**config.mk**
```make
export PLATFORM = sky130hd
export DESIGN_NAME = pidca_integ
export DESIGN_NICKNAME = d
export VERILOG_FILES = /design/src/hdl/pidca_pkg.sv /design/src/hdl/pidca_integ.sv
export SDC_FILE = /design/constraint.sdc
export NUM_CORES = 1
export LEC_CHECK = 0
export BUFFER_PORTS_ARGS = -buffer_cell sky130_fd_sc_hd__buf_4
export CORE_MARGIN = 1.5
export CORE_UTILIZATION = 40
export DETAILED_ROUTE_END_ITERATION = 8
export PLACE_DENSITY = 0.74
export SYNTH_ARGS = -nofsm -noshare
export SYNTH_HDL_FRONTEND = slang
export SYNTH_SLANG_ARGS = --single-unit
export TNS_END_PERCENT = 20
```
**constraint.sdc**
```tcl
create_clock -name clk -period 21.2 [get_ports clk]
set_clock_uncertainty 0.2 [all_clocks]
set_input_delay 4.24 -clock clk [delete_from_list [all_inputs] [get_ports clk]]
set_output_delay 4.24 -clock clk [all_outputs]
set_load 0.02 [all_outputs]
```
**src/hdl/pidca_pkg.sv**
```systemverilog
`timescale 1ns / 1ps
// pidca_pkg: shared types, constants and fixed-point helpers for the PID core
// no dependencies

package pidca_pkg;

    localparam int FRAC_BITS = 24;
    localparam int DATA_W    = 32;
    localparam int ILIM_W    = 31;
    localparam int REG_IDX_W = 3;

    typedef logic signed [DATA_W-1:0] word_t;

    localparam word_t WORD_MAX = {1'b0, {(DATA_W-1){1'b1}}};
    localparam word_t WORD_MIN = {1'b1, {(DATA_W-1){1'b0}}};
    localparam word_t WORD_ZERO = '0;

    typedef enum logic {
        CMD_RUN   = 1'b0,
        CMD_CLEAR = 1'b1
    } cmd_t;

    typedef enum logic [REG_IDX_W-1:0] {
        REG_PROP_GAIN   = 3'd0,
        REG_INTEG_GAIN  = 3'd1,
        REG_DERIV_GAIN  = 3'd2,
        REG_OUT_MIN     = 3'd3,
        REG_OUT_MAX     = 3'd4,
        REG_INTEG_LIMIT = 3'd5
    } reg_idx_t;

    typedef struct packed {
        word_t              prop_gain;
        word_t              integ_gain;
        word_t              deriv_gain;
        word_t              out_min;
        word_t              out_max;
        logic [ILIM_W-1:0]  integ_limit;
    } cfg_t;

    // error sample with its saturated difference to the previous sample
    typedef struct packed {
        logic  clr;
        word_t err;
        word_t diff;
    } front_t;

    typedef struct packed {
        logic  clr;
        word_t p;
        word_t d;
        word_t g;
    } prod_t;

    typedef struct packed {
        logic  clr;
        word_t p;
        word_t d;
        word_t acc;
    } integ_t;

    function automatic word_t sat64(input logic signed [2*DATA_W-1:0] v);
        word_t res;
        if ((&v[2*DATA_W-1:DATA_W-1]) || ~(|v[2*DATA_W-1:DATA_W-1])) begin
            res = v[DATA_W-1:0];
        end else if (v[2*DATA_W-1]) begin
            res = WORD_MIN;
        end else begin
            res = WORD_MAX;
        end
        return res;
    endfunction

    // product shifted right with floor rounding, then saturated
    function automatic word_t qmul(input word_t a, input word_t b);
        logic signed [2*DATA_W-1:0] prod;
        logic signed [2*DATA_W-1:0] shifted;
        prod = $signed({{DATA_W{a[DATA_W-1]}}, a}) * $signed({{DATA_W{b[DATA_W-1]}}, b});
        shifted = prod >>> FRAC_BITS;
        return sat64(shifted);
    endfunction

    function automatic word_t qadd(input word_t a, input word_t b);
        logic [DATA_W:0] s;
        word_t res;
        s = {a[DATA_W-1], a} + {b[DATA_W-1], b};
        if (s[DATA_W] != s[DATA_W-1]) begin
            res = s[DATA_W] ? WORD_MIN : WORD_MAX;
        end else begin
            res = s[DATA_W-1:0];
        end
        return res;
    endfunction

    function automatic word_t qsub(input word_t a, input word_t b);
        logic [DATA_W:0] s;
        word_t res;
        s = {a[DATA_W-1], a} - {b[DATA_W-1], b};
        if (s[DATA_W] != s[DATA_W-1]) begin
            res = s[DATA_W] ? WORD_MIN : WORD_MAX;
        end else begin
            res = s[DATA_W-1:0];
        end
        return res;
    endfunction

    function automatic word_t qclamp(input word_t x, input word_t lo, input word_t hi);
        word_t res;
        if (x < lo) begin
            res = lo;
        end else if (x > hi) begin
            res = hi;
        end else begin
            res = x;
        end
        return res;
    endfunction

endpackage

```
**src/hdl/pidca_integ.sv**
```systemverilog
`timescale 1ns / 1ps
// pidca_integ: integral accumulator with conditional integration and limit clamp
// depends on pidca_pkg

module pidca_integ (
    input  logic                clk,
    input  logic                rst_n,
    input  pidca_pkg::cfg_t     cfg,
    input  logic                up_valid,
    output logic                up_ready,
    input  pidca_pkg::prod_t    up_data,
    output logic                dn_valid,
    input  logic                dn_ready,
    output pidca_pkg::integ_t   dn_data
);
    import pidca_pkg::*;

    logic   valid_reg;
    logic   valid_next;
    word_t  acc_reg;
    word_t  acc_next;
    integ_t data_reg;
    integ_t data_next;
    logic   load;
    word_t  cand;
    logic   in_range;
    word_t  lim_pos;
    word_t  lim_neg;
    word_t  acc_upd;

    assign up_ready = !valid_reg || dn_ready;
    assign load     = up_valid && up_ready;
    assign lim_pos  = {1'b0, cfg.integ_limit};
    assign lim_neg  = -lim_pos;

    always_comb
    begin
        cand     = qadd(qadd(up_data.p, acc_reg), up_data.d);
        in_range = (cand >= cfg.out_min) && (cand <= cfg.out_max);
        acc_upd  = qclamp(qadd(acc_reg, up_data.g), lim_neg, lim_pos);
        if (up_data.clr)
        begin
            acc_next = WORD_ZERO;
        end
        else if (in_range)
        begin
            acc_next = acc_upd;
        end
        else
        begin
            acc_next = acc_reg;
        end
        valid_next    = up_ready ? up_valid : valid_reg;
        data_next.clr = up_data.clr;
        data_next.p   = up_data.p;
        data_next.d   = up_data.d;
        data_next.acc = acc_next;
    end

    always_ff @(posedge clk or negedge rst_n)
    begin
        if (!rst_n)
        begin
            valid_reg <= 1'b0;
            acc_reg   <= WORD_ZERO;
        end
        else
        begin
            valid_reg <= valid_next;
            if (load)
            begin
                acc_reg <= acc_next;
            end
        end
    end

    always_ff @(posedge clk)
    begin
        if (load)
        begin
            data_reg <= data_next;
        end
    end

    assign dn_valid = valid_reg;
    assign dn_data  = data_reg;

    a_clear_zeroes_acc: assert property (@(posedge clk) disable iff (!rst_n)
        load && up_data.clr |=> acc_reg == WORD_ZERO)
        else $error("integral not zero after clear");

    a_update_within_limit: assert property (@(posedge clk) disable iff (!rst_n)
        load && !up_data.clr && in_range |=>
            acc_reg <= $past(lim_pos) && acc_reg >= $past(lim_neg))
        else $error("integral outside its limit after update");

    a_hold_out_of_range: assert property (@(posedge clk) disable iff (!rst_n)
        load && !up_data.clr && !in_range |=> acc_reg == $past(acc_reg))
        else $error("integral changed while candidate outside output limits");

endmodule

```
Word level (Yosys, flattened, before mapping) --
Index checks and enable logic that the tools add are counted.
Word-level totals: bits in registers 130, output and inout port bits 99, logic and storage cells 31
Operators by class: add/sub/neg operators 4, order comparisons 4, eq/ne operators 3, muxes and demuxes 10, reduce and logical (&&, ||, !) cells 4
Operators with widths (number):
- $mux 32 | 10
- $add 32x32->33 | 3
- $ge 32x32->1 | 1
- $gt 32x32->1 | 1
- $le 32x32->1 | 1
- $lt 32x32->1 | 1
- $neg 31->32 | 1
- $ne 1x1->1 | 3
- $logic_and 1x1->1 | 2
- $logic_not 1->1 | 1
- $logic_or 1x1->1 | 1

Depth between registers and ports, before layout --
word-level depth 10, mapped depth 39

Worst setup path before layout --
Ideal clock, no wire load.
kind input to register, from in up_data[80] (netlist name), to reg acc_reg[5], library setup time 121 ps, data arrival time 12163 ps, path slack 8716 ps, cell stages on the path 37, path buffers 4, path through ha_1 -> a21o_1 -> or3b_2 -> o221a_2 -> a31o_2 -> a21oi_1 -> o21ai_0 -> a31o_2 -> a21oi_1 -> xnor2_1 -> ha_1 -> clkbuf_1 -> o21ai_0 -> ha_1 -> fa_1 -> a211oi_1 -> o211ai_1 -> nand3_1 -> a21oi_1 -> o41ai_1 -> nand2b_1 -> a22oi_1 -> nand2_2 -> clkbuf_1 -> o21ai_0 -> ha_1 -> a21oi_1 -> o21ai_0 -> a221oi_1 -> o22ai_1 -> nor3_1 -> mux2i_1 -> o22a_1 -> clkbuf_1 -> o21ai_1 -> buf_2 -> a22o_1
Between the ends: longest elaborated chain between the ends 10, elaborated cells between the ends (all ways) 13, classes of those cells add/sub (2); order compare (2); eq/ne (2); mux (6); reduce/logical (1)
RTL lines:
- from (decl) | RTL line pidca_integ.sv:11 | input pidca_pkg::prod_t up_data,
- $add 32x32->33 (*) | RTL line pidca_pkg.sv:86 | s = {a[DATA_W-1], a} + {b[DATA_W-1], b};
- $mux 32 / $ne 1x1->1 (equally long branches) | RTL line pidca_pkg.sv:88, pidca_pkg.sv:87
- $mux 32 (*) | RTL line pidca_pkg.sv:87 | if (s[DATA_W] != s[DATA_W-1]) begin
- $add 32x32->33 (*) | RTL line pidca_pkg.sv:86
- $mux 32 / $ne 1x1->1 (equally long branches) | RTL line pidca_pkg.sv:88, pidca_pkg.sv:87
- $mux 32 (*) | RTL line pidca_pkg.sv:87
- $ge 32x32->1 / $le 32x32->1 (equally long branches) | RTL line pidca_integ.sv:39 | in_range = (cand >= cfg.out_min) && (cand <= cfg.out_max);
- $logic_and 1x1->1 (*) | RTL line pidca_integ.sv:39
- $mux 32 (*) | RTL line pidca_integ.sv:45 | else if (in_range)
- $mux 32 (*) | RTL line pidca_integ.sv:41 | if (up_data.clr)
- to (signal assigned) | RTL line pidca_integ.sv:72 | acc_reg <= acc_next;
- to (decl) | RTL line pidca_integ.sv:20 | word_t acc_reg;
Mark *: on every way between the ends. The rest lies on a longest branch, timed or not. A chain may end at the register's enable or synchronous reset.

Final worst setup path --
from in up_data[64] (netlist name), to reg acc_reg[26]
The elaborated chain is that of the path after synthesis.

==> summary.md <==
| Metric | Value |
|---|---|
| Status | `complete, no violations` |
| Critical path data required time | `~21 ns` |
| Max-slew violation count | `0` |
| Critical Path End Type | `flop` |
| Worst-path maximum fanout | `32` |
| Initial antenna violation count | `1` |
| Worst setup startpoint | `up_data[64]` |
| First-pass GRT wire length | `~76000 um` |
| Syn. warnings | `0` |
| Max Cap Viol | `0` |
| Period utilisation layout | `0.717` |
| DIE AREA | `38200 um2` |
| Largest stage delay, worst path | `roughly 0.86 ns` |
| Nets | `2552` |
| ANT nets after route | `0` |
| GPL Wtd Cong | `between 0.9 and 1` |
| DRT Wirelength | `49400 um` |
| Avg Synthesized Cell Area | `between 8 and 9 um2` |
| Total CTS buffers | `17` |
| Fmax | `between 60 and 70 MHz` |
| Htree depth | `4` |
| Port bufs | `294` |
| CP Data Arrival Time | `between 15 and 20 ns` |
| Largest net degree at the start of global routing | `54` |
| Die Wd | `195 um` |
| CTS tree | `done` |
| Buffers & Inverters on Critical Path | `5` |
| R2R Setup Slk | `approximately 9.4 ns` |
| Worst-Margin Slew | `between 0.9 and 1 ns` |
| Max reg flops | `between 90 and 100` |
| Worst reg2reg path depth | `38` |
| Fin Hold WS | `roughly 0.34 ns` |
| Tmin final | `approximately 15 ns` |
| Die Span Y | `between 150 and 200 um` |
| CP endpoint | `acc_reg[26]` |
| Cts hold-fix bufs | `0` |
| Total negative slack | `0 ns` |
| 1st-iter DRT viols | `about 1100` |
| Clk buf depth | `2` |
| RR Endpoint | `acc_reg[26]` |
| CTS root buf | `clkbuf_16` |
| Yosys reg bits | `130` |
| Synth unique cells | `84` |
| Commonest non-fill, non-tap cell in the layout | `buf_4` |
| EDFF count, synth | `97` |
| Slowest stage cell on the critical path | `a2111oi_0` |
| Critical R2R Launch | `acc_reg[0]` |
| Number of remaining DRC errors | `0` |
| Initial Util | `0.406` |
| Hold_sp | `dn_valid` |
| Tot GR Track Use | `0.253` |
| Hold Crit Class | `flop to flop` |
| Layout cells sized above 1 | `0.192` |
| Commonest non-fill, non-tap cells in the layout | `buf_4 (309), ha_1 (227), a21oi_1 (162)` |
| Delay-heaviest family, CP | `compound AO/OA/AOI/OAI gates` |
| Area delta synth->final | `21.8%` |
| DPL Wire Length | `41200 um` |
| Pre-antenna DRT Iters | `6` |
| Core Region | `between 30000 and 40000 um2` |
| Startpoint types | `input port` |
| CTS sink cnt | `130` |
| Mapped cell area | `~15000 um2` |
| Post-synth top flop | `edfxtp_1` |
| Max-slew headroom | `0.343` |
| Critical path depth | `39` |
| Vias in the first global route | `~14000` |
| Post-CTS resize count | `0` |
| Post-synthesis cell count | `between 1500 and 2000` |
| Gr ovfl total | `0` |
| WL per Instance | `about 20 um` |
| Top-Level Pins | `about 400` |
| Hold Fails Final Rpt | `0` |
| Vias | `around 15000` |
| Final number of setup-violating endpoints | `0` |
| Sequential-to-total area share from yosys stat | `0.252` |
| Post-CTS Setup Bufs | `0` |
| RSZ-0062 raised after global routing | `false` |
| N_diodes | `0` |
| Vias per cell | `slightly below 6` |
| Ys async rst share | `0.254` |
| Critical path class | `input port to flop` |
| Syn_nets | `about 2300` |
| Clock network latency to the later pin of the worst-skew pair | `around 0.44 ns` |
| Clk slew on worst S/H paths | `about 0.070 ns` |
| Placement Rows | `70` |
cell usage after synthesis (13+ instances only):
library cell    n  area share
o211ai_1       19      0.0096
xor2_1         34       0.020
or3_1          14      0.0059
or2_2          13      0.0055
nor3_1         53       0.018
o2bb2ai_1      28       0.017
nor4_1         13      0.0055
nor2_1        119       0.030
nand2_1       114       0.029
nand2b_1       23      0.0097
and2_1         16      0.0068
nor2b_1        13      0.0055
a211oi_1       30       0.015
nand3_1        49       0.017
a21oi_1       162       0.055
ha_1          227        0.19
clkbuf_1       42       0.011
o21ai_0       128       0.043
xnor2_1        60       0.035
buf_2          21      0.0071
o21bai_1       14      0.0071
edfxtp_1       97        0.20
inv_1         138       0.035
dfrtp_1        33       0.056
nand4_1        41       0.017
a21o_1         44       0.022
a31oi_1        27       0.011
per-stage QoR:
stage | setup WS [ns] | util | cells | cell area [um2]
detailed placement | 5.41 | 0.478 | 2479 | 17500
global placement | 5.65 | 0.478 | 2479 | 17500
finish | 6.00 | 0.494 | 2511 | 18000
global route | 4.88 | 0.494 | 2511 | 18000
floorplan | 8.72 | - | 1766 | 14800
CTS | 5.85 | 0.494 | 2511 | 18000
worst min-delay path by stage:
| stage | endpoint | slack (ns) | depth (start not counted) |
|---|---|---|---|
| 2_1_floorplan | acc_reg[16] | 0.31 | 1 |
| 3_3_place_gp | dn_valid | 0.32 | 2 |
| 3_5_place_dp | dn_valid | 0.32 | 2 |
| 4_1_cts | dn_valid | 0.34 | 2 |
| 5_1_grt | dn_valid | 0.40 | 2 |
| 6_report | dn_valid | 0.34 | 2 |
kinds of logic (layout without fill, tap and decap cells):
kind of cell | after synthesis | in the layout | synth area share
AND/OR/NAND/NOR | 510 | 510 | 0.174
XOR/XNOR | 94 | 94 | 0.0556
multiplexers | 11 | 11 | 0.00769
adder cells (fa/ha/maj) | 235 | 235 | 0.199
buffers and inverters | 202 | 479 | 0.0535
flip-flops | 130 | 130 | 0.252
AO/OA/AOI/OAI | 584 | 584 | 0.258
worst reg2reg max path: cells and delay by family (launching register included):
kind | cells | cell delay [ns]
compound gates | 14 | 4.46
simple gates | 14 | 3.97
fa+ha+maj | 6 | 1.95
buf+inv | 4 | 0.74
flops | 1 | 0.47
layer usage:
metal,vias up,global-route usage,part of all wire
met3,88,0.0318,0.064
met1,6831,0.325,0.43
met2,557,0.433,0.47
met5,-,0,0.00034
li1,7184,-,-
met4,2,0.0927,0.031
final cells by class:
| class | count | area [um2] |
|---|---|---|
| inverters | 138 | 518 |
| fillers | 3504 | 18500 |
| repair buffers | 309 | 2320 |
| flip-flops and latches | 130 | 3740 |
| multi-input cells | 1434 | 10300 |
| clock inverters | 14 | 144 |
| well taps | 468 | 586 |
| clock buffers | 18 | 429 |
Power is left out: the tool's default activity adds up to more than one toggle a clock period on the data nets, which glitch-free logic cannot reach.
