### config.mk
export PLATFORM = sky130hd
export DESIGN_NAME = pidca_front_flat
export DESIGN_NICKNAME = d
export VERILOG_FILES = /design/src/hdl/pidca_pkg.sv /design/src/hdl/pidca_in_if.sv /design/src/hdl/pidca_front.sv /design/src/flat_wrapper.sv
export SDC_FILE = /design/constraint.sdc
export NUM_CORES = 1
export LEC_CHECK = 0
export BUFFER_PORTS_ARGS = -buffer_cell sky130_fd_sc_hd__buf_2
export CAP_MARGIN = 10
export CORE_AREA = 2 2 98 100
export CTS_CLUSTER_DIAMETER = 120
export CTS_CLUSTER_SIZE = 24
export DETAILED_ROUTE_END_ITERATION = 10
export DIE_AREA = 0 0 100 102
export HOLD_SLACK_MARGIN = 0.03
export MAX_ROUTING_LAYER = met4
export PLACE_DENSITY = 0.92
export SETUP_SLACK_MARGIN = 0.4
export SYNTH_ARGS = -nofsm -noshare
export SYNTH_HDL_FRONTEND = slang
export SYNTH_SLANG_ARGS = --single-unit
### constraint.sdc
create_clock -name clk -period 6.3 [get_ports clk]
set_input_delay 0.315 -clock clk [delete_from_list [all_inputs] [get_ports clk]]
set_output_delay 0.315 -clock clk [all_outputs]
set_load 0.1 [all_outputs]
### src/hdl/pidca_pkg.sv
`timescale 1ns / 1ps
// pidca_pkg: shared types, constants and fixed-point helpers for the PID core
// no dependencies

package pidca_pkg;

    localparam int FRAC_BITS = 24;
    localparam int DATA_W    = 32;
    localparam int ILIM_W    = 31;
    localparam int REG_IDX_W = 3;

    typedef logic signed [DATA_W-1:0] word_t;

    localparam word_t WORD_MAX = {1'b0, {(DATA_W-1){1'b1}}};
    localparam word_t WORD_MIN = {1'b1, {(DATA_W-1){1'b0}}};
    localparam word_t WORD_ZERO = '0;

    typedef enum logic {
        CMD_RUN   = 1'b0,
        CMD_CLEAR = 1'b1
    } cmd_t;

    typedef enum logic [REG_IDX_W-1:0] {
        REG_PROP_GAIN   = 3'd0,
        REG_INTEG_GAIN  = 3'd1,
        REG_DERIV_GAIN  = 3'd2,
        REG_OUT_MIN     = 3'd3,
        REG_OUT_MAX     = 3'd4,
        REG_INTEG_LIMIT = 3'd5
    } reg_idx_t;

    typedef struct packed {
        word_t              prop_gain;
        word_t              integ_gain;
        word_t              deriv_gain;
        word_t              out_min;
        word_t              out_max;
        logic [ILIM_W-1:0]  integ_limit;
    } cfg_t;

    // error sample with its saturated difference to the previous sample
    typedef struct packed {
        logic  clr;
        word_t err;
        word_t diff;
    } front_t;

    typedef struct packed {
        logic  clr;
        word_t p;
        word_t d;
        word_t g;
    } prod_t;

    typedef struct packed {
        logic  clr;
        word_t p;
        word_t d;
        word_t acc;
    } integ_t;

    function automatic word_t sat64(input logic signed [2*DATA_W-1:0] v);
        word_t res;
        if ((&v[2*DATA_W-1:DATA_W-1]) || ~(|v[2*DATA_W-1:DATA_W-1])) begin
            res = v[DATA_W-1:0];
        end else if (v[2*DATA_W-1]) begin
            res = WORD_MIN;
        end else begin
            res = WORD_MAX;
        end
        return res;
    endfunction

    // product shifted right with floor rounding, then saturated
    function automatic word_t qmul(input word_t a, input word_t b);
        logic signed [2*DATA_W-1:0] prod;
        logic signed [2*DATA_W-1:0] shifted;
        prod = $signed({{DATA_W{a[DATA_W-1]}}, a}) * $signed({{DATA_W{b[DATA_W-1]}}, b});
        shifted = prod >>> FRAC_BITS;
        return sat64(shifted);
    endfunction

    function automatic word_t qadd(input word_t a, input word_t b);
        logic [DATA_W:0] s;
        word_t res;
        s = {a[DATA_W-1], a} + {b[DATA_W-1], b};
        if (s[DATA_W] != s[DATA_W-1]) begin
            res = s[DATA_W] ? WORD_MIN : WORD_MAX;
        end else begin
            res = s[DATA_W-1:0];
        end
        return res;
    endfunction

    function automatic word_t qsub(input word_t a, input word_t b);
        logic [DATA_W:0] s;
        word_t res;
        s = {a[DATA_W-1], a} - {b[DATA_W-1], b};
        if (s[DATA_W] != s[DATA_W-1]) begin
            res = s[DATA_W] ? WORD_MIN : WORD_MAX;
        end else begin
            res = s[DATA_W-1:0];
        end
        return res;
    endfunction

    function automatic word_t qclamp(input word_t x, input word_t lo, input word_t hi);
        word_t res;
        if (x < lo) begin
            res = lo;
        end else if (x > hi) begin
            res = hi;
        end else begin
            res = x;
        end
        return res;
    endfunction

endpackage

### src/hdl/pidca_in_if.sv
`timescale 1ns / 1ps
// pidca_in_if: input channel, error sample and command with valid/ready
// depends on pidca_pkg

interface pidca_in_if;
    logic                       valid;
    logic                       ready;
    logic                       cmd;
    pidca_pkg::word_t           err_sample;

    modport source (output valid, output cmd, output err_sample, input ready);
    modport sink   (input valid, input cmd, input err_sample, output ready);
endinterface

### src/hdl/pidca_front.sv
`timescale 1ns / 1ps
// pidca_front: input register, error history and saturated error difference
// depends on pidca_pkg, pidca_in_if

module pidca_front (
    input  logic                clk,
    input  logic                rst_n,
    pidca_in_if.sink            in_ch,
    output logic                dn_valid,
    input  logic                dn_ready,
    output pidca_pkg::front_t   dn_data
);
    import pidca_pkg::*;

    logic   valid_reg;
    logic   valid_next;
    word_t  prev_err_reg;
    word_t  prev_err_next;
    front_t data_reg;
    front_t data_next;
    logic   load;
    logic   is_clear;

    assign in_ch.ready = !valid_reg || dn_ready;
    assign load        = in_ch.valid && in_ch.ready;
    assign is_clear    = (in_ch.cmd == CMD_CLEAR);

    always_comb
    begin
        valid_next     = in_ch.ready ? in_ch.valid : valid_reg;
        prev_err_next  = load ? (is_clear ? WORD_ZERO : in_ch.err_sample) : prev_err_reg;
        data_next.clr  = is_clear;
        data_next.err  = in_ch.err_sample;
        data_next.diff = qsub(in_ch.err_sample, prev_err_reg);
    end

    always_ff @(posedge clk or negedge rst_n)
    begin
        if (!rst_n)
        begin
            valid_reg    <= 1'b0;
            prev_err_reg <= WORD_ZERO;
        end
        else
        begin
            valid_reg    <= valid_next;
            prev_err_reg <= prev_err_next;
        end
    end

    always_ff @(posedge clk)
    begin
        if (load)
        begin
            data_reg <= data_next;
        end
    end

    assign dn_valid = valid_reg;
    assign dn_data  = data_reg;

endmodule

### src/flat_wrapper.sv
// flat-port wrapper written by rule: the top's interface ports become plain ports
module pidca_front_flat import pidca_pkg::*;
  (clk, rst_n, dn_valid, dn_ready, dn_data, in_ch_valid, in_ch_cmd, in_ch_err_sample, in_ch_ready);
  pidca_in_if in_ch_i ();
  input  logic clk;
  input  logic rst_n;
  output logic dn_valid;
  input  logic dn_ready;
  output pidca_pkg::front_t dn_data;
  input wire logic [$bits(in_ch_i.valid)-1:0] in_ch_valid;
  input wire logic [$bits(in_ch_i.cmd)-1:0] in_ch_cmd;
  input wire logic [$bits(in_ch_i.err_sample)-1:0] in_ch_err_sample;
  output wire logic [$bits(in_ch_i.ready)-1:0] in_ch_ready;
  assign in_ch_i.valid = in_ch_valid;
  assign in_ch_i.cmd = in_ch_cmd;
  assign in_ch_i.err_sample = in_ch_err_sample;
  assign in_ch_ready = in_ch_i.ready;
  pidca_front u_core (.clk(clk), .rst_n(rst_n), .in_ch(in_ch_i), .dn_valid(dn_valid), .dn_ready(dn_ready), .dn_data(dn_data));
endmodule
Yosys cells after proc, flatten, opt, wreduce, memory -nomap -nowiden
Index checks and enable logic that the tools add are counted.
- muxes and demuxes: 3
- add/sub/neg operators: 1
- eq/ne operators: 1
- reduce and logical (&&, ||, !) cells: 3
- operator list (kind ; count):
    2-to-1 mux 32 bit ; 3
    subtractor 32 x 32 -> 33 bit ; 1
    logical AND 1 bit ; 1
    zero test 1 bit ; 1
    logical OR 1 bit ; 1
    inequality test 1 bit ; 1
- logic and storage cells: 13
- flip-flop bits (word level): 98
- output and inout bits: 67

Depth between registers and ports, before layout
- depth after elaboration: 3
- gate-level depth with buffers: 14

Least setup slack after synthesis
No wires, ideal clock.
- kind: register to register
- from: reg u_core.valid_reg, in the netlist u_core.dn_valid
- to: reg u_core.data_reg (netlist bit u_core.dn_data[0]) (enable)
- path buffers: 1
- data required time: 5.848 ns
- library setup time: 0.452 ns
- data arrival time: 3.976 ns
- clock period less this slack: 4.428 ns
- slack: 1.872 ns
- cell stages (with the launch flop): 5
- path through: dfrtp_1 nand2b_1 nand2_1 inv_2 clkbuf_1
- longest elaborated chain between the ends: 3
- RTL lines (what ; line ; RTL):
    start, declared ; pidca_front.sv:15 ; logic valid_reg;
    start signal, assigned ; pidca_front.sv:46 ; valid_reg <= valid_next;
    zero test 1 bit ; pidca_front.sv:24 ; assign in_ch.ready = !valid_reg || dn_ready;
    logical OR 1 bit ; pidca_front.sv:24 ;
    net in_ch_ready ; flat_wrapper.sv:13 ; output wire logic [$bits(in_ch_i.ready)-1:0] in_ch_ready;
    logical AND 1 bit ; pidca_front.sv:25 ; assign load = in_ch.valid && in_ch.ready;
    net u_core.load ; pidca_front.sv:21 ; logic load;
    end signal, assigned ; pidca_front.sv:55 ; data_reg <= data_next;
    end, declared ; pidca_front.sv:19 ; front_t data_reg;
The timed path passes the listed nets, and every way through them passes these cells.
A chain may end at the register's enable or synchronous reset.

==> impl_metrics.env <==
export IMPL_synthArstFlopShare_pct=33.7
export IMPL_synth_xor_area_share_pct=4.89
export IMPL_largest_reg_flops=65
export IMPL_synth_seq_area_share_pct=51.7
export IMPL_irDropWorstVdd_uv=154
export IMPL_synth_edf_count=65
export IMPL_synth_net_count=567
export IMPL_overflow=0
export IMPL_hold_viol=0
export IMPL_tns_ns=0
export IMPL_synthAdderAreaFrac_pct=8.01
export IMPL_grt_first_pass_wirelength_mm=18.6
export IMPL_finalCriticalPeriod_ns=3.72
export IMPL_yosysUniqueCellTypes=52
export IMPL_powerDensity_nw_per_um2=355
export IMPL_tritoncts="built"
export IMPL_rsz0062_at_grt="no"
export IMPL_cts_resized=0
export IMPL_clock_skew_final_ns=0.0142
export IMPL_synth_warning_count=0
export IMPL_wl_per_cell_microns=16.4
export IMPL_fin_nets=658
export IMPL_synth_mux_area_share_pct=0
export IMPL_met3_usage_pct=4.51
export IMPL_path_clk_slew_ns=0.10
export IMPL_fin_area_sq_um=6130
export IMPL_worstPathRequired_ns=6.35
export IMPL_rows=35
export IMPL_synth_top_area_cell="edfxtp_1"
export IMPL_fp_dieH_microns=102
export IMPL_syn_area_per_cell_sq_um=10.8
export IMPL_gr_usage_all_layers_pct=23.8
export IMPL_relSlewSlack_pct=35.9
export IMPL_status="finished clean"
export IMPL_area_growth_syn_to_layout_pct=14.2
export IMPL_cts_max_level=3
export IMPL_cts_made_buffers=9
export IMPL_p_leak_nw=2.62
export IMPL_synth_area_leaders="edfxtp_1 36%, dfrtp_1 15%, ha_1 7.5%"
export IMPL_path_class="flip-flop to flip-flop"
export IMPL_antenna_found_initial=0
export IMPL_synth_cells=497
export IMPL_drt_first_pass_iters=5
export IMPL_slew_viol_final=0
export IMPL_multi_input_area_sq_um=2320
export IMPL_worstSetupStartpointType="flip-flop"
export IMPL_slowest_stage="a21o_1"
export IMPL_synth_top_cell_area_share_pct=36.3
export IMPL_yosys_area_share_simple_pct=11.0
export IMPL_synth_ff_type="edfxtp_1"
export IMPL_fillCellCount=716
export IMPL_netlist_area_sq_um=5370
export IMPL_gp_congestion=0.873
export IMPL_insertion_delay_ns=0.37
export IMPL_period_share_pct=59.0
export IMPL_slowest_delay_ns=0.72
export IMPL_dpl_worst_slack_ns=2.51
export IMPL_cap_violations=0
export IMPL_die_area_sq_um=10200
export IMPL_fp_coreArea_sq_um=9110
export IMPL_synth_compound_area_share_pct=19.2
export IMPL_vias=4157
export IMPL_port_buffers=103
export IMPL_n_antenna_cell=0
export IMPL_routed_via_density=5.90
export IMPL_worst_slew_pin_slew_ns=0.962
export IMPL_cp_num_buf_inv=1
export IMPL_drc=0
export IMPL_start_util_pct=59.0
export IMPL_setup_viol=0
export IMPL_yosys_register_bits=98
export IMPL_synth_top_family_by_area="compound AO/OA/AOI/OAI gates"
export IMPL_hpwlAfterDp_mm=8.10
export IMPL_die_x_microns=100
export IMPL_grt_pass1_vias=4034
export IMPL_dpl_cell_area_sq_um=5910
export IMPL_grt_busiest_layer="met2"
export IMPL_post_cts_buffers=0
export IMPL_path_cells="ha_1 -> inv_1 -> fa_1 -> a21o_1 -> a221o_1 -> nand3_1 -> nand2_1 -> a31oi_2 -> o21a_1 -> a31o_1 -> a21o_1 -> o21ai_0"
export IMPL_layout_drive_gt1_share_pct=22.1
export IMPL_crit_family="compound AO/OA/AOI/OAI gates"
export IMPL_groute_layer_met1_usage_pct=28.8
export IMPL_clock_fmax_ghz=0.269
export IMPL_clock_path_buffers=2
export IMPL_critical_path_most_common_cell="a21o_1"
export IMPL_end_kind="flip-flop"
export IMPL_worst_slack_ns=2.58
export IMPL_fin_util_pct=67.3
export IMPL_critPathArrivalTime_ns=3.77
export IMPL_drt_iter0_drc=233
export IMPL_cts_sinks=98
export IMPL_io_pin_count=104
export IMPL_hold_buffers=0
export IMPL_ant_nets=0
export IMPL_wirelength_mm=11.5
export IMPL_hold_path_class="input pin to async pin"
export IMPL_root_buffer="clkbuf_8"
export IMPL_cp_max_fo=30
export IMPL_grt_met2_usage_pct=39.6
export IMPL_seqCellArea_sq_um=2780
export IMPL_grt_max_degree=73
export IMPL_timing_hold_ws_ns=0.0298
-- final cells by class --
cell class | count | area share (%)
Sequential cell | 98 | 45.3
Multi-Input combinational cell | 334 | 37.8
Timing Repair Buffer | 104 | 8.53
Inverter | 41 | 2.55
Tap cell | 111 | 2.27
Clock buffer | 10 | 2.08
Clock inverter | 6 | 1.47
-- per-stage QoR --
| step | std cells | power [mW] |
|---|---|---|
| after global placement | 688 | 1.70 |
| after detailed placement | 688 | 1.73 |
| after global routing | 704 | 2.27 |
| after CTS | 704 | 2.18 |
| final | 704 | 2.18 |
| after floorplan | 497 | 1.58 |
-- cell usage after synthesis (all sizes together), types with 9 or more instances --
cell,instances
a21o,22
a21oi,48
clkbuf,19
dfrtp,33
edfxtp,65
ha,32
inv,41
nand2,21
nand3,9
nand3b,32
nor2,15
o21ai,60
xnor2,16
xor2,14
-- logic make-up (layout without fill, tap and decap cells) --
family | after synthesis | after routing
AO/OA/AOI/OAI | 165 | 165
XOR/XNOR | 30 | 30
adder cells (fa/ha/maj) | 34 | 34
buffers and inverters | 65 | 161
flip-flops | 98 | 98
AND/OR/NAND/NOR | 105 | 105
-- cells in the final DEF (no fill, tap or decap), types with 3 or more instances in the layout --
cell type,Yosys,routed
buf_2,1,103
edfxtp_1,65,65
o21ai_0,57,57
a21oi_1,47,47
inv_1,40,40
dfrtp_1,33,33
nand3b_1,32,32
ha_1,32,32
a21o_1,22,22
nand2_1,21,21
xnor2_1,16,16
nor2_1,15,15
xor2_1,14,14
nand3_1,9,9
clkbuf_8,0,9
a31oi_1,6,6
nand4_1,5,5
and3_1,5,5
nor2b_1,5,5
o21a_1,4,4
nand2b_1,4,4
nor3_1,3,3
-- path summary, 6_finish.rpt --
| kind | start | end | slack, ns | depth (start not counted) |
|---|---|---|---|---|
| hold / removal | rst_n | u_core.prev_err_reg[5] | 0.03 | 1 |
| hold reg to reg | u_core.prev_err_reg[0] | u_core.prev_err_reg[0] | 0.50 | 2 |
| max in group asynchronous | rst_n | u_core.prev_err_reg[16] | 5.75 | 1 |
| min in group clk | in_ch_err_sample[0] | u_core.dn_data[32] | 0.14 | 1 |
| setup / recovery | u_core.prev_err_reg[0] | u_core.dn_data[2] | 2.58 | 12 |
| setup reg to reg | u_core.prev_err_reg[0] | u_core.dn_data[2] | 2.58 | 12 |
-- power by group --
part	leakage (nW)	total, mW	internal [mW]	switching, mW
registers	1.05	0.816	0.793	0.0222
logic	1.46	0.912	0.223	0.689
clock network	0.107	0.448	0.225	0.223
-- per-layer routing --
layer | share of wire, % | vias to the layer above
met5 | 0 | -
met4 | 2.6 | 0
met3 | 6.7 | 31
met2 | 50 | 183
met1 | 41 | 1956
li1 | - | 1987
(Power assumes the default switching activity.)
