==> config.mk <==
export PLATFORM = sky130hd
export DESIGN_NAME = pidca_out_flat
export DESIGN_NICKNAME = d
export VERILOG_FILES = /design/src/hdl/pidca_pkg.sv /design/src/hdl/pidca_out_if.sv /design/src/hdl/pidca_out.sv /design/src/flat_wrapper.sv
export SDC_FILE = /design/constraint.sdc
export NUM_CORES = 1
export LEC_CHECK = 0
export BUFFER_PORTS_ARGS = -buffer_cell sky130_fd_sc_hd__buf_2
export CAP_MARGIN = 30
export CORE_AREA = 2 2 125 127
export CTS_CLUSTER_DIAMETER = 60
export DETAILED_ROUTE_END_ITERATION = 10
export DIE_AREA = 0 0 127 129
export PLACE_DENSITY = 0.88
export SLEW_MARGIN = 0
export SYNTH_ARGS = -nofsm -noshare
export SYNTH_HDL_FRONTEND = slang
export SYNTH_SLANG_ARGS = --single-unit
==> constraint.sdc <==
create_clock -name clk -period 2.5 [get_ports clk]
set_input_delay 0.375 -clock clk [delete_from_list [all_inputs] [get_ports clk]]
set_output_delay 0.375 -clock clk [all_outputs]
set_load 0.01 [all_outputs]
==> src/hdl/pidca_pkg.sv <==
`timescale 1ns / 1ps
// pidca_pkg: shared types, constants and fixed-point helpers for the PID core
// no dependencies

package pidca_pkg;

    localparam int FRAC_BITS = 24;
    localparam int DATA_W    = 32;
    localparam int ILIM_W    = 31;
    localparam int REG_IDX_W = 3;

    typedef logic signed [DATA_W-1:0] word_t;

    localparam word_t WORD_MAX = {1'b0, {(DATA_W-1){1'b1}}};
    localparam word_t WORD_MIN = {1'b1, {(DATA_W-1){1'b0}}};
    localparam word_t WORD_ZERO = '0;

    typedef enum logic {
        CMD_RUN   = 1'b0,
        CMD_CLEAR = 1'b1
    } cmd_t;

    typedef enum logic [REG_IDX_W-1:0] {
        REG_PROP_GAIN   = 3'd0,
        REG_INTEG_GAIN  = 3'd1,
        REG_DERIV_GAIN  = 3'd2,
        REG_OUT_MIN     = 3'd3,
        REG_OUT_MAX     = 3'd4,
        REG_INTEG_LIMIT = 3'd5
    } reg_idx_t;

    typedef struct packed {
        word_t              prop_gain;
        word_t              integ_gain;
        word_t              deriv_gain;
        word_t              out_min;
        word_t              out_max;
        logic [ILIM_W-1:0]  integ_limit;
    } cfg_t;

    // error sample with its saturated difference to the previous sample
    typedef struct packed {
        logic  clr;
        word_t err;
        word_t diff;
    } front_t;

    typedef struct packed {
        logic  clr;
        word_t p;
        word_t d;
        word_t g;
    } prod_t;

    typedef struct packed {
        logic  clr;
        word_t p;
        word_t d;
        word_t acc;
    } integ_t;

    function automatic word_t sat64(input logic signed [2*DATA_W-1:0] v);
        word_t res;
        if ((&v[2*DATA_W-1:DATA_W-1]) || ~(|v[2*DATA_W-1:DATA_W-1])) begin
            res = v[DATA_W-1:0];
        end else if (v[2*DATA_W-1]) begin
            res = WORD_MIN;
        end else begin
            res = WORD_MAX;
        end
        return res;
    endfunction

    // product shifted right with floor rounding, then saturated
    function automatic word_t qmul(input word_t a, input word_t b);
        logic signed [2*DATA_W-1:0] prod;
        logic signed [2*DATA_W-1:0] shifted;
        prod = $signed({{DATA_W{a[DATA_W-1]}}, a}) * $signed({{DATA_W{b[DATA_W-1]}}, b});
        shifted = prod >>> FRAC_BITS;
        return sat64(shifted);
    endfunction

    function automatic word_t qadd(input word_t a, input word_t b);
        logic [DATA_W:0] s;
        word_t res;
        s = {a[DATA_W-1], a} + {b[DATA_W-1], b};
        if (s[DATA_W] != s[DATA_W-1]) begin
            res = s[DATA_W] ? WORD_MIN : WORD_MAX;
        end else begin
            res = s[DATA_W-1:0];
        end
        return res;
    endfunction

    function automatic word_t qsub(input word_t a, input word_t b);
        logic [DATA_W:0] s;
        word_t res;
        s = {a[DATA_W-1], a} - {b[DATA_W-1], b};
        if (s[DATA_W] != s[DATA_W-1]) begin
            res = s[DATA_W] ? WORD_MIN : WORD_MAX;
        end else begin
            res = s[DATA_W-1:0];
        end
        return res;
    endfunction

    function automatic word_t qclamp(input word_t x, input word_t lo, input word_t hi);
        word_t res;
        if (x < lo) begin
            res = lo;
        end else if (x > hi) begin
            res = hi;
        end else begin
            res = x;
        end
        return res;
    endfunction

endpackage

==> src/hdl/pidca_out_if.sv <==
`timescale 1ns / 1ps
// pidca_out_if: result channel, clamped drive value with valid/ready
// depends on pidca_pkg

interface pidca_out_if;
    logic                       valid;
    logic                       ready;
    pidca_pkg::word_t           drive;

    modport source (output valid, output drive, input ready);
    modport sink   (input valid, input drive, output ready);
endinterface

==> src/hdl/pidca_out.sv <==
`timescale 1ns / 1ps
// pidca_out: final sum, output clamp and result register
// depends on pidca_pkg, pidca_out_if

module pidca_out (
    input  logic                clk,
    input  logic                rst_n,
    input  pidca_pkg::cfg_t     cfg,
    input  logic                up_valid,
    output logic                up_ready,
    input  pidca_pkg::integ_t   up_data,
    pidca_out_if.source         out_ch
);
    import pidca_pkg::*;

    logic   valid_reg;
    logic   valid_next;
    word_t  drive_reg;
    word_t  drive_next;
    logic   load;

    assign up_ready = !valid_reg || out_ch.ready;
    assign load     = up_valid && up_ready;

    always_comb
    begin
        valid_next = up_ready ? up_valid : valid_reg;
        if (up_data.clr)
        begin
            drive_next = WORD_ZERO;
        end
        else
        begin
            drive_next = qclamp(qadd(qadd(up_data.p, up_data.acc), up_data.d),
                                cfg.out_min, cfg.out_max);
        end
    end

    always_ff @(posedge clk or negedge rst_n)
    begin
        if (!rst_n)
        begin
            valid_reg <= 1'b0;
        end
        else
        begin
            valid_reg <= valid_next;
        end
    end

    always_ff @(posedge clk)
    begin
        if (load)
        begin
            drive_reg <= drive_next;
        end
    end

    assign out_ch.valid = valid_reg;
    assign out_ch.drive = drive_reg;

    a_clear_drive_zero: assert property (@(posedge clk) disable iff (!rst_n)
        load && up_data.clr |=> drive_reg == WORD_ZERO)
        else $error("drive not zero after clear");

    a_drive_in_limits: assert property (@(posedge clk) disable iff (!rst_n)
        load && !up_data.clr && (cfg.out_min <= cfg.out_max) |=>
            drive_reg >= $past(cfg.out_min) && drive_reg <= $past(cfg.out_max))
        else $error("drive outside output limits");

endmodule

==> src/flat_wrapper.sv <==
// flat-port wrapper written by rule: the top's interface ports become plain ports
module pidca_out_flat import pidca_pkg::*;
  (clk, rst_n, cfg, up_valid, up_ready, up_data, out_ch_valid, out_ch_drive, out_ch_ready);
  pidca_out_if out_ch_i ();
  input  logic clk;
  input  logic rst_n;
  input  pidca_pkg::cfg_t cfg;
  input  logic up_valid;
  output logic up_ready;
  input  pidca_pkg::integ_t up_data;
  output wire logic [$bits(out_ch_i.valid)-1:0] out_ch_valid;
  output wire logic [$bits(out_ch_i.drive)-1:0] out_ch_drive;
  input wire logic [$bits(out_ch_i.ready)-1:0] out_ch_ready;
  assign out_ch_valid = out_ch_i.valid;
  assign out_ch_drive = out_ch_i.drive;
  assign out_ch_i.ready = out_ch_ready;
  pidca_out u_core (.clk(clk), .rst_n(rst_n), .cfg(cfg), .up_valid(up_valid), .up_ready(up_ready), .up_data(up_data), .out_ch(out_ch_i));
endmodule
==> impl_metrics.py, run 1 <==
metrics = {
    "yosys": {
        "yosys.area_share.simple_pct": 17.28,
        "syn_avg_cell_area_um2": 7.521,
        "synth_cell_types": 78,
        "synthAdderAreaFrac_pct": 22.30,
        "synth-compound-area-share_pct": 33.95,
        "async_flop_share_pct": 3.030,
        "synth_top_cell_by_area": "ha_1",
        "synth_top_area_share_pct": 21.77,
        "synth_mux_area_share_pct": 1.280,
        "syn_nets": 1426,
        "synthMostInstantiatedCell": "ha_1",
        "synth_xor_area_share_pct": 5.119,
        "synth-main-ff-cell": "edfxtp_1",
        "synth_top_family_by_area": "compound AO/OA/AOI/OAI gates",
        "yosysSeqAreaShare_pct": 13.10,
        "yosys-top-cells-area": "ha_1, edfxtp_1, a21oi_1",
        "syn_inst": 1001,
        "syn_area_um2": 7528,
        "ys_seq_elements": 33,
        "synth_common_cells": "ha_1, a21oi_1, o21ai_0, inv_1, nand2_1",
        "synth-edff-count": 32,
        "ys_warn_count": 0,
    },
    "place": {
        "place_congestion": 1.010,
        "portBuffers": 198,
        "preCtsSetupSlack_ps": -7439,
        "dp_hpwl_mm": 24.56,
        "dpl-instance-area_um2": 11050,
    },
    "die": {
        "start_util_pct": 50.27,
        "die_h_um": 129,
        "ioPinCount": 326,
        "dieWidth_um": 127,
        "fp-row-count": 45,
    },
    "global_route": {
        "gr-total-overflow": 3,
        "grtUsageTotal_pct": 59.78,
        "grt_max_degree": 33,
    },
    "sta": {
        "endpoint_type": "register input",
        "postGrtWorstEndpoint": "u_core.out_ch.drive[2]$_SDFFCE_PP0P_/D",
    },
    "run_status": {
        "status": "stopped before the end",
        "error": "[ERROR GRT-0232] Routing congestion too high. Check the congestion heatmap in the GUI.",
        "failing_step": "global routing (5_1_grt)",
    },
    "clock_tree": {
        "cts.sinks": 33,
        "root_buffer": "clkbuf_16",
        "ctsLongestPathBuffers": 2,
        "numCtsBuffers": 5,
        "htreeDepth": 2,
    },
}
==> timing repair <==
item,CTS
buffers inserted,34
setup endpoints to repair,32
hold buffers,1
gates resized for setup,115
endpoints found under the hold margin,1
cloned,6
pin swaps,40
==> cells by family after synthesis <==
family,after synthesis
buffers and inverters,129
xor gates and xnor gates,44
adders and majority gates,133
muxes,9
and+or+nand+nor,264
DFF,33
AOI/OAI and AO/OA,389
==> through the flow <==
step	hold slack, ps	utilization (%)	instances
4_1_cts	296.6	80.77	1709
3_5_place_dp	153.1	73.77	1660
3_3_place_gp	148.9	73.77	1660
2_1_floorplan	79.41	-	1001
==> per-layer routing <==
metal | GRT overflow | track usage (%)
met2 | 2 | 85.04
met3 | 0 | 41.29
met1 | 0 | 54.38
met4 | 1 | 60.83
met5 | 0 | 13.53
==> run 2, diff against run 1 <==
--- a/config.mk
+++ b/config.mk
@@ -7,11 +7,10 @@
 export LEC_CHECK = 0
 export BUFFER_PORTS_ARGS = -buffer_cell sky130_fd_sc_hd__buf_2
 export CAP_MARGIN = 30
-export CORE_AREA = 2 2 125 127
-export CTS_CLUSTER_DIAMETER = 60
+export CORE_MARGIN = 2
+export CORE_UTILIZATION = 40
 export DETAILED_ROUTE_END_ITERATION = 10
-export DIE_AREA = 0 0 127 129
-export PLACE_DENSITY = 0.88
+export PLACE_DENSITY_LB_ADDON = 0.15
 export SLEW_MARGIN = 0
 export SYNTH_ARGS = -nofsm -noshare
 export SYNTH_HDL_FRONTEND = slang
==> run 2 against run 1 <==
  * The flow now finishes, with violations (setup timing)
  * Synthesized cell count stayed put
  * Area after synthesis did not move
==> impl_metrics.py, run 2 <==
metrics = {
    "run_status": {
        "status": "complete, but fails checks",
        "violations": "setup timing",
    },
    "place": {
        "dpl-instance-area_um2": 11230,
        "place_congestion": 0.9427,
        "dp_hpwl_mm": 21.90,
        "portBuffers": 198,
    },
    "final_layout": {
        "syn_to_final_growth_pct": 69.80,
        "largest_reg_flops": 32,
        "final_area_um2": 12780,
        "diodes": 0,
        "n_fill_cell": 1579,
        "multi_input_area_um2": 6873,
        "layout_common_cells": "buf_4, buf_2, ha_1",
        "drive_gt1_share_pct": 48.27,
        "layout_commonest_cell": "buf_4",
        "ff_latch_area_um2": 985.9,
        "final_nets": 1988,
    },
    "detailed_routing": {
        "drc": 0,
        "drt-total-wl_mm": 27.40,
        "viasPerCell": 5.304,
        "drt_first_pass_iters": 5,
        "drtIter0Drc": 460,
        "wire_per_inst_um": 15.24,
        "ant_nets": 0,
        "num_vias": 9536,
    },
    "worst_setup_path": {
        "start_kind": "input pin",
        "slowest_delay_ps": 420,
        "cp.depth": 44,
        "cpMostUsedCell": "o21ai_2",
        "cp-end-kind": "flop",
        "worstRegToRegCells": 3,
        "crit_required_ps": 2510,
        "r2r-start": "u_core.out_ch.valid",
        "worstReg2RegEnd": "u_core.out_ch.drive[25]",
        "crit_path_top_delay_cell": "o41ai_4",
        "critical_path_class": "in2reg",
        "worstPathMaxFanout": 7,
        "path_buf_inv": 7,
        "arrival_ps": 8870,
        "r2r_slack_ps": 1180,
        "cp_top_family": "compound AO/OA/AOI/OAI gates",
    },
    "yosys": {
        "synth-compound-area-share_pct": 33.95,
        "synthMostInstantiatedCell": "ha_1",
        "syn_nets": 1426,
        "syn_avg_cell_area_um2": 7.521,
        "yosysSeqAreaShare_pct": 13.10,
        "syn_area_um2": 7528,
        "synth_top_area_share_pct": 21.77,
        "ys_seq_elements": 33,
        "syn_inst": 1001,
        "synth_common_cells": "ha_1, a21oi_1, o21ai_0, inv_1, nand2_1",
        "synth-main-ff-cell": "edfxtp_1",
        "synth_cell_types": 78,
        "synth_top_family_by_area": "compound AO/OA/AOI/OAI gates",
        "yosys-top-cells-area": "ha_1, edfxtp_1, a21oi_1",
        "synth_xor_area_share_pct": 5.119,
        "yosys.area_share.simple_pct": 17.28,
        "synth_mux_area_share_pct": 1.280,
        "ys_warn_count": 0,
        "synth-edff-count": 32,
        "synth_top_cell_by_area": "ha_1",
        "async_flop_share_pct": 3.030,
        "synthAdderAreaFrac_pct": 22.30,
    },
    "sta": {
        "worst_slew_pin_slew_ps": 592.3,
        "fmax_ghz": 0.1129,
        "drv_slew": 0,
        "relSlewSlack_pct": 60.09,
        "hold_violations": 0,
        "rsz0062_at_grt": "yes",
        "finalClockSkew_ps": 4.958,
        "period_needed_ps": 8856,
        "setup_viol": 32,
        "fin_crit_sh_pct": 354.2,
        "fin_ws_ps": -6356,
    },
    "clock_tree": {
        "numCtsBuffers": 5,
        "htreeDepth": 2,
        "cts.sinks": 33,
        "path_clk_slew_ps": 50,
        "cts_tree": "done",
        "clk_latency_ps": 280,
        "root_buffer": "clkbuf_16",
        "ctsLongestPathBuffers": 2,
    },
    "die": {
        "ioPinCount": 326,
        "die_area_um2": 19930,
        "coreArea_um2": 18580,
        "die_h_um": 141.2,
        "fp-row-count": 50,
        "start_util_pct": 40.52,
        "dieWidth_um": 141.2,
    },
    "global_route": {
        "gr-total-overflow": 0,
        "grt_pass1_wl_mm": 43.27,
        "grtUsageTotal_pct": 26.32,
        "grt_max_degree": 33,
        "antenna_found_initial": 1,
        "grt_pass1_vias": 9278,
    },
    "flow_run": {
        "cap_violations": 0,
    },
    "min_path": {
        "whs_path_depth": 2,
        "worstHoldStart": "up_valid",
        "hp-class": "in2reg",
        "hold_end": "u_core.out_ch.valid",
    },
}
run 2: cell counts after synthesis:
Identical to the previous run, type by type.
run 2: how the worst max path moves through the flow:
stage                startpoint                       to
detailed placement  up_data[64]   u_core.out_ch.drive[3]
global route        up_data[64]  u_core.out_ch.drive[14]
CTS                 up_data[64]  u_core.out_ch.drive[14]
global placement    up_data[64]   u_core.out_ch.drive[3]
finish              up_data[64]  u_core.out_ch.drive[14]
floorplan            up_data[0]  u_core.out_ch.drive[13]
run 2: per-layer routing:
| layer | track usage, % | routed length [um] |
|---|---|---|
| met5 | 0 | 13 |
| met4 | 9.737 | 761 |
| met3 | 2.751 | 1477 |
| met2 | 45.40 | 12950 |
| met1 | 33.96 | 12200 |
run 2: area by class of cell:
class	instances	share of cell area, %
timing repair buffer	592	32.45
inverter	90	2.643
sequential	33	7.713
tap	234	2.290
multi-input combinational	841	53.76
clock buffer	8	1.145
run 2: kinds of logic after synthesis:
| logic type | count (synthesis) |
|---|---|
| flops | 33 |
| xor+xnor | 44 |
| buf+inv | 129 |
| compound gates | 389 |
| mux | 9 |
| simple gates | 264 |
| fa+ha+maj | 133 |
run 2: through the flow:
step                      setup WS [ps]  util [%]  TNS (ps)  std cells  hold WS (ps)
after floorplan                   -6839         -   -216670       1001         79.41
after global placement            -7159     60.46   -224400       1723         149.7
after global routing              -6710     68.80   -212900       1798         318.7
final                             -6356     68.80   -200990       1798         307.8
after CTS                         -6165     66.60   -195210       1779         305.4
after detailed placement          -7360     60.46   -230620       1723         153.5
run 2: timing repair:
action / in CTS / in global routing
gates resized for setup: 134 / 65
pin swaps: 77 / 46
endpoints found under the setup margin: 32 / 32
gates cloned: 6 / 0
hold endpoints to repair: 1 / 0
setup buffers: 43 / 20
hold buffers: 1 / 0
run 2: worst reg2reg max path, stage by stage (launching register included):
cell	delay, ps
dfrtp_1	370
nand2b_1	100
and2_1	140
buf_4	350
Power of run 2 is not shown: default switching activity piles up to over one toggle a cycle in this logic, so the estimate is an artifact.
==> run 3, diff against run 2 <==
--- a/config.mk
+++ b/config.mk
@@ -7,9 +7,9 @@
 export LEC_CHECK = 0
 export BUFFER_PORTS_ARGS = -buffer_cell sky130_fd_sc_hd__buf_2
 export CAP_MARGIN = 30
-export CORE_MARGIN = 2
-export CORE_UTILIZATION = 40
+export CORE_AREA = 2 2 125 127
 export DETAILED_ROUTE_END_ITERATION = 10
+export DIE_AREA = 0 0 127 129
 export PLACE_DENSITY_LB_ADDON = 0.15
 export SLEW_MARGIN = 0
 export SYNTH_ARGS = -nofsm -noshare
==> run 3 against run 2 <==
  * The run still ends with setup timing left
  * Design area grew 1.5%
  * Clock-buffer cell count shrank 3
  * Core utilization grew 18 points
  * First-iteration DRC count grew 110%
  * Sequential share of layout area shrank 0.11 points
  * Critical path type unchanged
  * Critical endpoint is now u_core.out_ch.drive[27]
==> impl_metrics.py, run 3 (same netlist as run 2, synthesis figures left out) <==
metrics = {
    "die": {
        "die_h_um": 129,
        "start_util_pct": 50.27,
        "dieWidth_um": 127,
        "coreArea_um2": 14980,
        "ioPinCount": 326,
        "die_area_um2": 16380,
        "fp-row-count": 45,
    },
    "sta": {
        "fin_ws_ps": -6678,
        "period_needed_ps": 9178,
        "fmax_ghz": 0.1090,
        "finalClockSkew_ps": 4.940,
        "hold_slack_ps": 311.5,
        "fin_crit_sh_pct": 367.1,
        "worst_slew_pin_slew_ps": 555.4,
        "drv_slew": 0,
        "rsz0062_at_grt": "yes",
        "hold_violations": 0,
        "setup_viol": 32,
        "relSlewSlack_pct": 62.81,
    },
    "detailed_routing": {
        "num_vias": 10740,
        "drt-total-wl_mm": 33.97,
        "viasPerCell": 6.173,
        "wire_per_inst_um": 19.53,
        "drt_first_pass_iters": 7,
        "ant_nets": 0,
        "drc": 0,
        "drtIter0Drc": 958,
    },
    "final_layout": {
        "layout_common_cells": "buf_4, buf_2, ha_1",
        "n_fill_cell": 806,
        "syn_to_final_growth_pct": 72.30,
        "largest_reg_flops": 32,
        "diodes": 0,
        "layout_commonest_cell": "buf_4",
        "final_nets": 1975,
        "drive_gt1_share_pct": 49.13,
    },
    "global_route": {
        "met1_usage_pct": 40.94,
        "grtUsageTotal_pct": 34.75,
        "gr-total-overflow": 0,
        "top_usage_layer": "met2",
        "grt_pass1_wl_mm": 47.09,
        "grt_max_degree": 33,
        "grt.met2_usage_pct": 64.07,
        "antenna_found_initial": 1,
        "use_met3_pct": 4.574,
        "grt_pass1_vias": 10120,
    },
    "clock_tree": {
        "path_clk_slew_ps": 50,
        "cts_tree": "done",
        "clk_latency_ps": 290,
        "numCtsBuffers": 5,
        "root_buffer": "clkbuf_16",
        "ctsLongestPathBuffers": 2,
        "cts.sinks": 33,
        "htreeDepth": 2,
    },
    "worst_setup_path": {
        "slowest_delay_ps": 460,
        "r2r-start": "u_core.out_ch.valid",
        "cp-startpoint": "up_data[0]",
        "critical_path_class": "in2reg",
        "start_kind": "input pin",
        "worstPathMaxFanout": 7,
        "arrival_ps": 9310,
        "cpMostUsedCell": "buf_4",
        "cp-end-kind": "flop",
        "crit_required_ps": 2630,
        "crit_path_top_delay_cell": "or4_4",
    },
    "place": {
        "place_congestion": 0.9706,
        "dp_hpwl_mm": 21.80,
        "portBuffers": 198,
        "preCtsSetupSlack_ps": -7090,
    },
    "run_status": {
        "status": "complete, but fails checks",
        "violations": "setup timing",
    },
    "min_path": {
        "hp-class": "in2reg",
        "worstHoldStart": "up_valid",
    },
    "flow_run": {
        "cap_violations": 0,
    },
}
-- run 3: changes by cell type in the layout (fill, tap and decap cells not counted), sizes merged --
cell	change
bufinv	+1
clkinv	+1
and3	+1
buf	-17
clkinvlp	+1
clkdlybuf4s15	+1
clkbuf	-1
-- run 3: through the flow --
step / utilization, % / instances / cell area [um2] / setup TNS (ps)
after floorplan: - / 1001 / 7672 / -216670
after global placement: 74.53 / 1670 / 11160 / -217490
after detailed placement: 74.53 / 1670 / 11160 / -224210
after CTS: 82.71 / 1721 / 12390 / -192450
after global routing: 86.61 / 1739 / 12970 / -215610
final: 86.61 / 1739 / 12970 / -208610
-- run 3: per-layer routing --
| layer | wire (um) | vias up |
|---|---|---|
| met2 | 16190 | 712 |
| met1 | 12650 | 4917 |
| met4 | 2187 | 0 |
| li1 | - | 4887 |
| met5 | 0 | - |
| met3 | 2946 | 219 |
-- run 3: worst paths after layout --
check,endpoint,slack [ps],depth (start not counted)
max,u_core.out_ch.drive[27],-6680,52
min,u_core.out_ch.valid,310,2
max reg2reg,u_core.out_ch.drive[20],1110,3
min reg2reg,u_core.out_ch.valid,560,2
max in group asynchronous,u_core.out_ch.valid,2020,2
min in group asynchronous,u_core.out_ch.valid,400,2
-- run 3: final cells by class --
class	count	area [um2]	share of cell area [%]
flip-flops and latches	33	985.9	7.601
well taps	188	235.2	1.813
clock buffers	5	125.1	0.9646
inverters	90	337.8	2.604
multi-input cells	842	7074	54.54
clock inverters	3	41.29	0.3183
repair buffers	578	4172	32.16
-- run 3: worst max-delay path, delay by kind of cell --
family                   cells  cell delay (ps)
buffers and inverters       20             2540
adder cells (fa/ha/maj)      5             1290
AND/OR/NAND/NOR             13             2420
AO/OA/AOI/OAI               14             2660
-- run 3: repair_timing --
action                     CTS  global route
hold buffers                 1             0
setup buffers               35            19
pin swaps                   53            55
resized for setup          127           101
setup endpoints to repair   32            32
cloned                       9             2
hold endpoints to repair     1             0
Power of run 3 is left out for the same reason.
==> run 4, diff against run 3 <==
--- a/config.mk
+++ b/config.mk
@@ -5,11 +5,11 @@
 export SDC_FILE = /design/constraint.sdc
 export NUM_CORES = 1
 export LEC_CHECK = 0
-export BUFFER_PORTS_ARGS = -buffer_cell sky130_fd_sc_hd__buf_2
 export CAP_MARGIN = 30
-export CORE_AREA = 2 2 125 127
+export CORE_AREA = 2 2 128 130
 export DETAILED_ROUTE_END_ITERATION = 10
-export DIE_AREA = 0 0 127 129
+export DIE_AREA = 0 0 130 132
+export DONT_BUFFER_PORTS = 1
 export PLACE_DENSITY_LB_ADDON = 0.15
 export SLEW_MARGIN = 0
 export SYNTH_ARGS = -nofsm -noshare
==> run 4 against run 3 <==
  * The run still ends with setup timing left
  * Sequential share of layout area increased by 1.1 points
  * Flip-flop and latch count did not move
  * Global-route usage down 6.5 points
  * First-iteration DRC count decreased by 46%
  * Clock skew grew 3.0 ps
  * Critical path type unchanged
  * Largest cell class unchanged
  * Highest routed layer unchanged
==> impl_metrics.py, run 4 (same netlist as run 2, synthesis figures left out) <==
metrics = {
    "run_status": {
        "status": "complete, but fails checks",
        "violations": "setup timing",
    },
    "sta": {
        "setup_viol": 32,
        "rsz0062_at_grt": "yes",
        "drv_slew": 0,
        "hold_violations": 0,
        "worst_slew_pin_slew_ps": 597.4,
        "hold_slack_ps": 199.7,
        "finalClockSkew_ps": 7.908,
        "period_needed_ps": 8745,
        "fin_crit_sh_pct": 349.8,
        "relSlewSlack_pct": 59.75,
        "fin_ws_ps": -6245,
        "fmax_ghz": 0.1144,
    },
    "die": {
        "start_util_pct": 47.91,
        "ioPinCount": 326,
        "fp-row-count": 46,
        "die_h_um": 132,
        "die_area_um2": 17160,
        "coreArea_um2": 15710,
        "dieWidth_um": 130,
    },
    "detailed_routing": {
        "ant_nets": 0,
        "drt_first_pass_iters": 6,
        "num_vias": 8969,
        "drt-total-wl_mm": 27.17,
        "drtIter0Drc": 513,
        "viasPerCell": 5.824,
        "wire_per_inst_um": 17.64,
        "drc": 0,
    },
    "final_layout": {
        "instances_no_fill": 1540,
        "final_nets": 1748,
        "drive_gt1_share_pct": 37.92,
        "largest_reg_flops": 32,
        "syn_to_final_growth_pct": 50.66,
        "final_util_pct": 72.19,
        "layout_commonest_cell": "buf_4",
        "layout_common_cells": "buf_4, ha_1, inv_1",
        "diodes": 0,
    },
    "global_route": {
        "grt_pass1_wl_mm": 40.00,
        "gr-total-overflow": 0,
        "grt_max_degree": 33,
        "antenna_found_initial": 0,
        "grtUsageTotal_pct": 28.26,
        "grt_pass1_vias": 8407,
    },
    "worst_setup_path": {
        "cp-startpoint": "up_data[0]",
        "worstPathMaxFanout": 8,
        "start_kind": "input pin",
        "crit_required_ps": 2590,
        "worstRegToRegCells": 3,
        "crit_path_top_delay_cell": "or4_4",
        "r2r-start": "u_core.out_ch.valid",
        "r2r_slack_ps": 1040,
        "worstReg2RegEnd": "u_core.out_ch.drive[2]",
        "critical_path_class": "in2reg",
        "slowest_delay_ps": 450,
        "arrival_ps": 8840,
        "endpoint": "u_core.out_ch.drive[2]",
        "cp-end-kind": "flop",
    },
    "place": {
        "preCtsSetupSlack_ps": -7008,
        "place_congestion": 0.9195,
        "dp_hpwl_mm": 21.22,
        "dp_cells": 1493,
        "portBuffers": 0,
    },
    "clock_tree": {
        "cts.sinks": 33,
        "htreeDepth": 2,
        "cts_tree": "done",
        "ctsLongestPathBuffers": 2,
        "numCtsBuffers": 5,
        "root_buffer": "clkbuf_16",
        "path_clk_slew_ps": 50,
        "clk_latency_ps": 280,
    },
    "flow_run": {
        "cap_violations": 0,
    },
    "min_path": {
        "hp-class": "in2reg",
    },
}
run 4: how the worst min path moves through the flow:
| stage | from | endpoint | cells past startpoint |
|---|---|---|---|
| floorplan | rst_n | u_core.out_ch.valid | 0 |
| global placement | rst_n | u_core.out_ch.valid | 0 |
| detailed placement | rst_n | u_core.out_ch.valid | 0 |
| CTS | up_valid | u_core.out_ch.valid | 1 |
| global route | up_valid | u_core.out_ch.valid | 1 |
| finish | up_valid | u_core.out_ch.valid | 1 |
run 4: layer usage:
metal / track usage, % / wire (um) / up-vias
met3: 5.154 / 2279 / 82
met2: 49.85 / 13000 / 403
li1: - / - / 4421
met5: 0 / 0 / -
met4: 7.587 / 800 / 0
met1: 34.89 / 11090 / 4063
run 4: final cells by class:
class / count / area (um2)
Tap cell: 216 / 270.3
Inverter: 90 / 337.8
Multi-Input combinational cell: 841 / 6746
Timing Repair Buffer: 352 / 2844
Clock inverter: 1 / 5.005
Clock buffer: 7 / 152.6
Sequential cell: 33 / 985.9
Fill cell: 1227 / 4370
run 4: worst max-delay path: cells and delay by family:
kind	cells	cell delay (ps)
compound gates	24	4720
fa+ha+maj	6	1730
simple gates	7	1180
buf+inv	5	690
xor+xnor	1	110
run 4: stage by stage:
| step | TNS (ps) | area [um2] |
|---|---|---|
| 3_5_place_dp | -220760 | 10150 |
| 2_1_floorplan | -216670 | 7672 |
| 5_1_grt | -209220 | 11340 |
| 3_3_place_gp | -212640 | 10150 |
| 4_1_cts | -192520 | 10870 |
| 6_report | -196740 | 11340 |
run 4: what timing repair did:
item                       4_1_cts  5_1_grt
hold endpoints to repair         1        0
gates cloned                     5        3
hold buffers                     1        0
setup endpoints to repair       32       32
pin swaps                       28       47
gates resized for setup         73       78
buffers inserted                21       11
Power of run 4 is left out for the same reason.
